### src/hw/rtl/mts_pkg.sv
// Package for the minimum-tracking stack: action codes, widths and shared types.
// Used by the channel interfaces, the stack cell and the top level.
// No dependencies.
package mts_pkg;

	localparam int DATA_W        = 32;
	localparam int ACTION_W      = 2;
	localparam int DEPTH_DEFAULT = 64;

	// Action codes; code 3 is unused and acts as a query.
	localparam logic [ACTION_W-1:0] ACT_NONE = 2'd0;
	localparam logic [ACTION_W-1:0] ACT_PUSH = 2'd1;
	localparam logic [ACTION_W-1:0] ACT_POP  = 2'd2;

	// Top and minimum read as all ones when the stack is empty.
	localparam logic signed [DATA_W-1:0] EMPTY_READ = '1;

	typedef struct packed {
		logic signed [DATA_W-1:0] min_value;
		logic signed [DATA_W-1:0] value;
	} entry_t;

	// Shift command broadcast to every cell of the chain.
	typedef struct packed {
		logic push;
		logic pop;
	} shift_ctrl_t;

endpackage

### src/hw/rtl/mts_cell.sv
// One cell of the stack chain: holds a single entry and moves it one place
// down on a push or up on a pop. Depends on mts_pkg.
module mts_cell (
	input  logic                 clk,
	input  mts_pkg::shift_ctrl_t ctrl,
	input  mts_pkg::entry_t      from_above,
	input  mts_pkg::entry_t      from_below,
	output mts_pkg::entry_t      entry
);
	import mts_pkg::*;

	entry_t entry_q;

	// Entry contents are only meaningful below the fill count, so no reset.
	always_ff @(posedge clk) begin
		if (ctrl.push) begin
			entry_q <= from_above;
		end else if (ctrl.pop) begin
			entry_q <= from_below;
		end
	end

	assign entry = entry_q;

endmodule

### config.mk
export PLATFORM = sky130hd
export DESIGN_NAME = mts_cell
export DESIGN_NICKNAME = d
export VERILOG_FILES = /design/src/hw/rtl/mts_pkg.sv /design/src/hw/rtl/mts_cell.sv
export SDC_FILE = /design/constraint.sdc
export NUM_CORES = 1
export LEC_CHECK = 0
export ABC_CLOCK_PERIOD_IN_PS = 3170
export BUFFER_PORTS_ARGS = -buffer_cell sky130_fd_sc_hd__buf_4
export CORE_ASPECT_RATIO = 0.8
export CORE_MARGIN = 8
export CORE_UTILIZATION = 42
export DETAILED_ROUTE_END_ITERATION = 8
export GPL_TIMING_DRIVEN = 0
export PLACE_DENSITY = 0.81
export SETUP_SLACK_MARGIN = 0.2
export SYNTH_ARGS = -nofsm -noshare
export SYNTH_HDL_FRONTEND = slang
export SYNTH_SLANG_ARGS = --single-unit
export TNS_END_PERCENT = 100
### constraint.sdc
create_clock -name clk -period 3.17 [get_ports clk]
set_input_delay 0.1585 -clock clk [delete_from_list [all_inputs] [get_ports clk]]
set_output_delay 0.1585 -clock clk [all_outputs]
set_load 0.005 [all_outputs]
# ---- Yosys cells after proc, flatten, opt, wreduce, memory -nomap -nowiden
# Index checks and enable logic that the tools add are counted.
# Widths: inputs -> output; s select.
dict set report classes {
  reduce_logical 1
  mux 2
}
# operator n
set op_table {}
lappend op_table {{$mux 64} 2}
lappend op_table {{$reduce_bool 2->1} 1}
dict set report word_totals {
  word_cells 5
  ff_bits 64
  in_bits 131
}

# ---- Depth between registers and ports, before layout
# Gate-level depths: netlist of run 1.
dict set report logic_depth {
  ltp_word 2
  ltp_mapped 3
  ltp_nobuf 1
}

# ---- Worst setup path before layout of run 1
# Ideal clock, no wire load.
dict set report synth_timing {
  kind {in2reg}
  start {in ctrl[1] in the netlist's numbering}
  end {reg entry_q (netlist bit entry[0]), enable pin}
  setup_slack_ns 0.837
  setup_ns 0.426
  stages 3
  arrival_ns 1.907
  path_buffers 2
  t_required_ns 2.744
  path_cell_list {buf_6 -> buf_6 -> or2_1}
}
dict set report synth_between {
  elab_chain_len 1
}
# item line
set synth_rtl {}
lappend synth_rtl {{start: declaration} mts_cell.sv:5} ;# input mts_pkg::shift_ctrl_t ctrl,
lappend synth_rtl {{$reduce_bool 2->1 (no line)} --}
lappend synth_rtl {{end signal: assignment} mts_cell.sv:17} ;# entry_q <= from_above;
lappend synth_rtl {{end signal: assignment} mts_cell.sv:19} ;# entry_q <= from_below;
lappend synth_rtl {{end: declaration} mts_cell.sv:12} ;# entry_t entry_q;
# No other way between the ends.
# A chain may end at the register's enable or synchronous reset.

# ---- Worst setup path after layout of run 1
dict set report layout_timing {
  start {in ctrl[1] in the netlist's numbering}
  end {reg entry_q (netlist bit entry[21]), enable pin}
}
# The elaborated chain is that of the path after synthesis.

==> summary.md, run 1 <==
| Metric | Value |
|---|---|
| Data required time of the worst path | 3.19 ns |
| CTS Root Cell | clkbuf_8 |
| Crit path to | entry[21] |
| Leakage | 2.186 nW |
| Port-buffer cells | 193 |
| Synth Register Bits | 64 |
| Sequential-to-total area share from yosys stat | 66.15% |
| # DRC | 0 |
| Critical path cell sequence | buf_6, buf_6, or2_2, buf_12 |
| Gr ovfl total | 0 |
| DRT Pass-1 Iters | 4 |
| Largest cells by area after synthesis | edfxtp_1 (66%), mux2_4 (25%), mux2_2 (5.8%) |
| Critical Path Most Common Cell | buf_6 |
| Distinct cells, synth | 6 |
| Final Core Density | 68.90% |
| Slew @ Worst Pin | 0.7175 ns |
| I/O pin total | 195 |
| Top-area cell type share of the netlist area | 66.15% |
| Worst slew margin | 52.17% |
| Endpoints failing setup | 0 |
| CTS Hold Bufs | 0 |
| N_diodes | 0 |
| H-tree depth | 3 |
| Slowest cell on the critical path | or2_2 |
| Vias in the first global route | 2,276 |
| Cell Pwr Density | 466.0 nW/um^2 |
| Largest register FFs | 64 |
| Post-DP HPWL | 7.172 mm |
| Total Die Area | 9851 um^2 |
| Clk slew on worst S/H paths | 0.07 ns |
| Drt wl/cell | 19.87 um |
| Core area | 6790 um^2 |
| Area leader, netlist | edfxtp_1 |
| Period utilization | 44.08% |
| Largest net degree at the start of global routing | 36 |
| Fin. Hold Viols | 0 |
| Layout net count | 472 |
| Gr usage total | 16.86% |
| Final min period | 1.397 ns |
| GPL Wtd Cong | 0.7475 |
| CTS tree | yes |
| Syn Area/Cell | 21.36 um^2 |
| Post-Syn Instances | 136 |
| Crit end category | register |
| Setup bufs post-CTS | 0 |
| DIE HEIGHT | 90.39 um |
| Worst Hold Class | in -> reg |
| Final slew viol count | 0 |
| Number of CTS-inserted buffers | 9 |
| CP max FO | 35 |
| P&R area growth vs syn | 61.03% |
| Die X | 109.0 um |
| Synth warn | 0 |
| Vias per inst | 4.564 |
| Via count | 1,976 |
| CP startpoint | ctrl[1] |
| Initial antenna violation count | 0 |
| Peak VDD IR | 0.0003062 V |
| WS Path Type | in -> reg |
| Synthesized area | 2905 um^2 |
| Crit path largest cell delay | 0.60 ns |
| Initial Util | 42.79% |
| RSZ-0062 raised after global routing | no |
| Post-route setup TNS | 0 ns |
| Status | completed |
| Max Cap Viol | 0 |
| CP Launch Type | input pin |
| Worst Path Arrival | 1.42 ns |
| Share of layout cells above drive strength 1 | 81.21% |
| Rows | 27 |
| DRT iter0 DRCs | 61 |
| Fmax | 715.7 MHz |
| Min Hold Slack | 0.1321 ns |
| Post-CTS Resized | 0 |
| ANT nets after route | 0 |
| Post-Syn Nets | 267 |
| First-pass GRT wire length | 12.60 mm |
| DRT Wirelength | 8.602 mm |
| Num Clock Sinks | 64 |
| Clk buf depth | 2 |
[layer usage]
metal,track usage (%),vias up,wire length [um]
met3,5.563,6,913
met5,0,-,0
met2,31.38,105,4683
met4,4.323,0,92
li1,-,946,-
met1,17.35,919,2913
[synthesized netlist by cell type]
master,instances
buf_2,1
mux2_4,49
edfxtp_1,64
or2_1,1
mux2_2,15
buf_6,6
[per-stage QoR]
stage	cells	total power, mW	setup WS [ns]	cell area [um^2]
floorplan	136	1.228	0.8371	2905
global placement	416	1.514	0.2291	4463
detailed placement	417	1.530	1.412	4483
CTS	433	2.209	1.762	4678
global route	433	2.275	1.688	4678
finish	433	2.180	1.773	4678
[area by class of cell]
class / instances / area [um^2]
Buffer: 7 / 72.57
Clock buffer: 9 / 123.9
Clock inverter: 7 / 71.32
Fill cell: 486 / 2112
Multi-Input combinational cell: 65 / 910.9
Sequential cell: 64 / 1922
Tap cell: 87 / 108.9
Timing Repair Buffer: 194 / 1469
[where the power goes]
group | switching [mW] | total (mW) | internal, mW
Sequential | 0.0262 | 1.07 | 1.04
Combinational | 0.138 | 0.437 | 0.299
Clock | 0.315 | 0.678 | 0.363
[placed cells by master, fill, tap and decap left out]
cell type   instances
buf_12              1
buf_2               1
buf_4             193
buf_6               6
bufinv_16           1
clkbuf_8            9
clkinv_1            1
clkinv_2            1
clkinv_4            1
clkinvlp_4          2
edfxtp_1           64
inv_6               1
mux2_2             15
mux2_4             49
or2_2               1
[how the worst min path moves through the flow]
stage                   startpoint        end  slack (ns)  cells after the start
floorplan           from_above[12]  entry[12]        0.38                      1
global placement    from_above[38]  entry[38]        0.46                      2
detailed placement  from_above[26]  entry[26]        0.46                      2
CTS                 from_above[26]  entry[26]        0.11                      2
global route        from_below[38]  entry[38]        0.11                      2
finish              from_above[26]  entry[26]        0.13                      2
[worst max-delay path, delay by kind of cell]
family | cells | cell delay [ns]
AND/OR/NAND/NOR | 1 | 0.60
buffers and inverters | 3 | 0.63
[logic make-up (layout without fill, tap and decap cells)]
family                 after synthesis  in the layout  synth area share [%]
buffers and inverters                7            217                 2.498
AND/OR/NAND/NOR                      1              1                0.2155
multiplexers                        64             64                 31.14
flip-flops                          64             64                 66.15
Note: power is estimated with default switching activity, not from simulation.
==> run 2, diff against run 1 <==
--- a/config.mk
+++ b/config.mk
@@ -5,14 +5,14 @@
 export SDC_FILE = /design/constraint.sdc
 export NUM_CORES = 1
 export LEC_CHECK = 0
-export ABC_CLOCK_PERIOD_IN_PS = 3170
+export ABC_CLOCK_PERIOD_IN_PS = 1100
 export BUFFER_PORTS_ARGS = -buffer_cell sky130_fd_sc_hd__buf_4
 export CORE_ASPECT_RATIO = 0.8
 export CORE_MARGIN = 8
-export CORE_UTILIZATION = 42
+export CORE_UTILIZATION = 38
 export DETAILED_ROUTE_END_ITERATION = 8
 export GPL_TIMING_DRIVEN = 0
-export PLACE_DENSITY = 0.81
+export PLACE_DENSITY = 0.77
 export SETUP_SLACK_MARGIN = 0.2
 export SYNTH_ARGS = -nofsm -noshare
 export SYNTH_HDL_FRONTEND = slang
==> constraint.sdc (replaced) <==
create_clock -name clk -period 1.1 [get_ports clk]
set_input_delay 0.055 -clock clk [delete_from_list [all_inputs] [get_ports clk]]
set_output_delay 0.055 -clock clk [all_outputs]
set_load 0.005 [all_outputs]
==> run 2 against run 1 <==
Compared with the run above: power grew to 2.9 times the previous value; die area rose by 8.8%; worst hold slack lost 0.11 ns; sequential cell count unchanged; first-iteration DRC count down 9.8%; sequential share of layout area down 1.2 points; sequential power grew to 2.9 times the previous value; critical endpoint is now entry[49]; clock-buffer cell count up 3; worst setup slack worse by 1.6 ns; critical path type is now reg -> out; via count is 0.40% higher.
==> summary.md, run 2 (synthesis gave the netlist of run 1 again) <==
| Metric | Value |
|---|---|
| Met3 Routed Length | 1.044 mm (+14%) |
| Status | completed |
| Via count | 1,984 (+0.40%) |
| Final min period | 0.9312 ns |
| Slowest cell on the critical path | edfxtp_1 |
| Multi-input logic area | 922.1 um^2 (+1.2%) |
| DRT Wirelength | 8.158 mm (-5.2%) |
| Leakage | 2.228 nW (+1.9%) |
| Largest register FFs | 64 (unchanged) |
| Port-buffer cells | 193 (unchanged) |
| Final slew viol count | 0 (unchanged) |
| Peak VDD IR | 0.0007088 V (+130%) |
| Setup WS pre-CTS | -0.3795 ns (-1.791 ns) |
| Num Clock Sinks | 64 (unchanged) |
| Cell Pwr Density | 1309 nW/um^2 (+180%) |
| P&R area growth vs syn | 65.72% |
| DRT met1 WL | 2.805 mm (-3.7%) |
| Clk buf depth | 2 (unchanged) |
| Setup ws final | 0.1688 ns (-1.604 ns) |
| Layout net count | 472 (unchanged) |
| CTS Hold Bufs | 0 (unchanged) |
| I/O pin total | 195 (unchanged) |
| Die X | 113.8 um (+4.4%) |
| N_diodes | 0 (unchanged) |
| Setup bufs post-CTS | 0 (unchanged) |
| RSZ-0062 raised after global routing | yes |
| Commonest cells after routing, fill and taps aside | buf_4 (161), edfxtp_1 (64), mux2_4 (49) |
| Initial Util | 39.30% (-3.5 points) |
| Total Die Area | 10,720 um^2 (+8.8%) |
| CP max FO | 1 (-97%) |
| Initial antenna violation count | 0 (unchanged) |
| Max Cap Viol | 0 (unchanged) |
| CP Launch Type | register |
| Fmax | 1074 MHz |
| Endpoints failing setup | 0 (unchanged) |
| Worst Hold Class | in -> reg |
| WS Path Type | reg -> out |
| DRT iter0 DRCs | 55 (-9.8%) |
| Rows | 28 (+3.7%) |
| Buf/Inv on CP | 1 (-2) |
| Pwr Total | 6.301 mW (+190%) |
| H-tree depth | 3 (unchanged) |
| Drt wl/cell | 18.09 um (-8.9%) |
| Met2 WL | 4.102 mm (-12%) |
| Worst Path Arrival | 0.88 ns (-0.54 ns) |
| Layout fillers | 536 (+10%) |
| CTS Root Cell | clkbuf_8 |
| ANT nets after route | 0 (unchanged) |
| Largest net degree at the start of global routing | 33 (-8.3%) |
| # DRC | 0 (unchanged) |
| Gr ovfl total | 0 (unchanged) |
| DIE HEIGHT | 94.21 um (+4.2%) |
| Vias in the first global route | 2,365 (+3.9%) |
| Data required time of the worst path | 1.04 ns (-2.15 ns) |
| DRT Pass-1 Iters | 4 (unchanged) |
| Worst slew margin | 69.02% (+17 points) |
| Fin. Hold Viols | 0 (unchanged) |
| Crit path max-delay family | flip-flops |
| CTS tree | yes |
| Number of CTS-inserted buffers | 9 (unchanged) |
| Commonest non-fill, non-tap cell in the layout | buf_4 |
| GPL Wtd Cong | 0.7093 (-5.1%) |
| Share of layout cells above drive strength 1 | 80.64% (-0.58 points) |
| Core area | 7392 um^2 (+8.9%) |
| Post-DP HPWL | 6.362 mm (-11%) |
| Post-route setup TNS | 0 ns (unchanged) |
| Crit path largest cell delay | 0.41 ns (-0.19 ns) |
| Top Layer Used | met4 |
| Crit end category | output pin |
| Gr usage total | 15.09% (-1.8 points) |
| Clk slew on worst S/H paths | 0.07 ns (about the same) |
| Period utilization | 84.66% |
| Vias per inst | 4.399 (-3.6%) |
| FF+latch area | 1922 um^2 (unchanged) |
| Critical path cell sequence | buf_6 |
| First-pass GRT wire length | 12.19 mm (-3.3%) |
| Slew @ Worst Pin | 0.4646 ns (-0.2528 ns) |
[run 2: changes by cell type in the layout (fill, tap and decap cells not counted)]
cell	change
buf_4	-32
buf_6	+30
clkbuf_1	+3
clkinv_2	+2
clkinvlp_4	-2
or2_4	+2
buf_12	+1
clkinv_1	-1
clkinv_4	-1
inv_6	-1
or2_2	-1
[run 2: power by group]
group / switching, mW / internal [mW] / total (mW) / leakage [nW]
Combinational: 0.382 / 0.940 / 1.32 / 1.48
Clock: 0.838 / 1.04 / 1.88 / 0.0941
Sequential: 0.102 / 3.00 / 3.10 / 0.652
[run 2: final cells by class]
| type | count | area share (%) |
|---|---|---|
| clock inverter | 4 | 0.9356 |
| tap | 105 | 2.729 |
| timing repair buffer | 193 | 32.59 |
| sequential | 64 | 39.92 |
| multi-input combinational | 66 | 19.15 |
| buffer | 7 | 1.871 |
| clock buffer | 12 | 2.807 |
[run 2: repair_timing]
| action | 4_1_cts | 5_1_grt |
|---|---|---|
| endpoints found under the setup margin | 128 | 64 |
| cloned | 1 | 0 |
| pin swaps | 1 | 0 |
| endpoints found under the hold margin | 0 | 0 |
| gates resized for setup | 10 | 23 |
[run 2: final timing paths]
path / from / end / slack (ns) / cells after the start
min: from_above[45] / entry[45] / 0.02 / 2
max: entry[49] / entry[49] / 0.17 / 1
[run 2: per-stage QoR]
step | std cells | cell area (um^2) | utilization, % | hold WS [ns]
finish | 451 | 4815 | 65.13 | 0.02018
global route | 451 | 4815 | 65.13 | 0.0002613
CTS | 451 | 4728 | 63.96 | 0.0001175
detailed placement | 434 | 4506 | 60.95 | 0.3587
global placement | 434 | 4506 | 60.95 | 0.3556
floorplan | 136 | 2925 | - | 0.2725
[run 2: layer usage]
| metal | up-vias | GRT usage [%] |
|---|---|---|
| met5 | - | 0 |
| met4 | 0 | 7.190 |
| met3 | 15 | 8.478 |
| met2 | 126 | 26.40 |
| met1 | 896 | 14.15 |
| li1 | 947 | - |
==> run 3, diff against run 2 <==
--- a/config.mk
+++ b/config.mk
@@ -5,7 +5,7 @@
 export SDC_FILE = /design/constraint.sdc
 export NUM_CORES = 1
 export LEC_CHECK = 0
-export ABC_CLOCK_PERIOD_IN_PS = 1100
+export ABC_CLOCK_PERIOD_IN_PS = 800
 export BUFFER_PORTS_ARGS = -buffer_cell sky130_fd_sc_hd__buf_4
 export CORE_ASPECT_RATIO = 0.8
 export CORE_MARGIN = 8
==> constraint.sdc (replaced) <==
create_clock -name clk -period 0.8 [get_ports clk]
set_input_delay 0.04 -clock clk [delete_from_list [all_inputs] [get_ports clk]]
set_output_delay 0.04 -clock clk [all_outputs]
set_load 0.005 [all_outputs]
==> run 3 against run 2 <==
Compared with the run above: non-clock buffer count unchanged; cell area up 1.6%; worst setup slack worse by 0.27 ns; power up 33%; via count up 4.3%; sequential cell count unchanged; clock power up 19%; clock-buffer cell count down 1; combinational power up 45%; highest routed layer unchanged; largest cell class unchanged; utilization up 1.1 points; the run now ends with negative setup slack left.
==> summary.md, run 3 (synthesis gave the netlist of run 1 again) <==
| Metric | Value |
|---|---|
| CTS tree | yes |
| H-tree depth | 3 (unchanged) |
| Inst Count DP | 434 (unchanged) |
| DRT iter0 DRCs | 59 (+7.3%) |
| WS Path Type | reg -> out |
| DRT Pass-1 Iters | 4 (unchanged) |
| Largest net degree at the start of global routing | 17 (-48%) |
| Gr usage total | 15.72% (+0.63 points) |
| ANT nets after route | 0 (unchanged) |
| Buf/Inv on CP | 1 (unchanged) |
| Pwr Total | 8.396 mW (+33%) |
| Fmax | 1104 MHz |
| Worst Hold Class | in -> reg |
| DIE HEIGHT | 94.21 um (unchanged) |
| Num Clock Sinks | 64 (unchanged) |
| CP Launch Type | register |
| Total Die Area | 10,720 um^2 (unchanged) |
| Worst Path Arrival | 0.87 ns (about the same) |
| GPL Wtd Cong | 0.7611 (+7.3%) |
| Crit path largest cell delay | 0.40 ns (about the same) |
| Fin. Hold Viols | 0 (unchanged) |
| Slowest cell on the critical path | edfxtp_1 |
| Final min period | 0.9061 ns |
| Crit end category | output pin |
| Largest register FFs | 64 (unchanged) |
| Commonest non-fill, non-tap cell in the layout | buf_4 |
| # DRC | 0 (unchanged) |
| Cell Pwr Density | 1716 nW/um^2 (+31%) |
| Core area | 7392 um^2 (unchanged) |
| Worst slew margin | 88.75% (+20 points) |
| Post-DP HPWL | 6.609 mm (+3.9%) |
| Clk slew on worst S/H paths | 0.07 ns (about the same) |
| Initial Util | 39.30% (unchanged) |
| Critical path cell sequence | buf_6 |
| Via count | 2,070 (+4.3%) |
| Slew @ Worst Pin | 0.1687 ns (-0.2959 ns) |
| Initial antenna violation count | 0 (unchanged) |
| N_diodes | 0 (unchanged) |
| Setup WS pre-CTS | -0.6608 ns (-0.2813 ns) |
| Gr ovfl total | 0 (unchanged) |
| Crit path depth | 1 (unchanged) |
| Period utilization | 113.3% |
| Share of layout cells above drive strength 1 | 81.20% (+0.56 points) |
| Layout net count | 478 (+1.3%) |
| Endpoints failing setup | 64 (+64) |
| CP max FO | 1 (unchanged) |
| Drt wl/cell | 19.14 um (+5.8%) |
| Leakage | 2.281 nW (+2.4%) |
| Port-buffer cells | 193 (unchanged) |
| Commonest cells after routing, fill and taps aside | buf_4 (161), edfxtp_1 (64), mux2_4 (59) |
| Final std cells w/o fill | 456 (+1.1%) |
| Post-route setup TNS | -4.895 ns (-4.895 ns) |
| Failing checks | negative setup slack |
| Crit path max-delay family | flip-flops |
| First-pass GRT wire length | 12.50 mm (+2.6%) |
| Final slew viol count | 0 (unchanged) |
| Min-Delay Startpoint | from_above[51] |
| Peak VDD IR | 0.001108 V (+56%) |
| Die X | 113.8 um (unchanged) |
| I/O pin total | 195 (unchanged) |
| Max Cap Viol | 0 (unchanged) |
| P&R area growth vs syn | 68.43% |
| CTS Root Cell | clkbuf_8 |
| RSZ-0062 raised after global routing | yes |
| Number of CTS-inserted buffers | 9 (unchanged) |
| Vias in the first global route | 2,323 (-1.8%) |
| Clk buf depth | 2 (unchanged) |
| Status | finished with violations |
| Vias per inst | 4.539 (+3.2%) |
| DRT Wirelength | 8.726 mm (+7.0%) |
| CP startpoint | entry[46] |
| Rows | 28 (unchanged) |
| Hold depth | 2 (unchanged) |
| Setup ws final | -0.1061 ns (-0.2749 ns) |
| Data required time of the worst path | 0.76 ns (-0.28 ns) |
| Hold Path End | entry[51] |
| Setup bufs post-CTS | 0 (unchanged) |
[run 3: layout make-up]
type                            instances  area (um^2)
Timing Repair Buffer                  193         1569
Tap cell                              105        131.4
Clock buffer                           11        131.4
Clock inverter                          4        22.52
Multi-Input combinational cell         72         1012
Buffer                                  7        105.1
Sequential cell                        64         1922
Fill cell                             528         2499
[run 3: worst max path at each step]
stage,endpoint,slack [ns]
5_1_grt,entry[44],-0.15
4_1_cts,entry[44],-0.13
6_report,entry[46],-0.11
3_5_place_dp,entry[12],-0.66
3_3_place_gp,entry[16],-0.62
2_1_floorplan,entry[0],-0.41
[run 3: repair_timing]
item,4_1_cts,5_1_grt
cloned,5,2
resized for setup,14,25
endpoints found under the setup margin,128,96
hold endpoints to repair,35,28
pin swaps,4,2
[run 3: through the flow]
| step | hold WS, ns | cell area [um^2] | util, % |
|---|---|---|---|
| after floorplan | 0.2575 | 2978 | - |
| after global placement | 0.3411 | 4558 | 61.66 |
| after detailed placement | 0.3428 | 4558 | 61.66 |
| after CTS | -0.01614 | 4790 | 64.79 |
| after global routing | -0.01912 | 4893 | 66.20 |
| final | 0.005813 | 4893 | 66.20 |
[run 3: routing by layer]
metal  up-vias  part of all wire, %  track usage (%)  routed length, um
met5         -                    0                0                  0
met4         0                  1.1            5.642                 95
met3         8                   13            10.02               1155
met2       133                   48            25.86               4175
met1       965                   38            15.97               3299
li1        964                    -                -                  -
[run 3: report_power, final]
group	internal [mW]	switching, mW
Combinational	1.35	0.563
Sequential	4.12	0.135
Clock	1.09	1.14
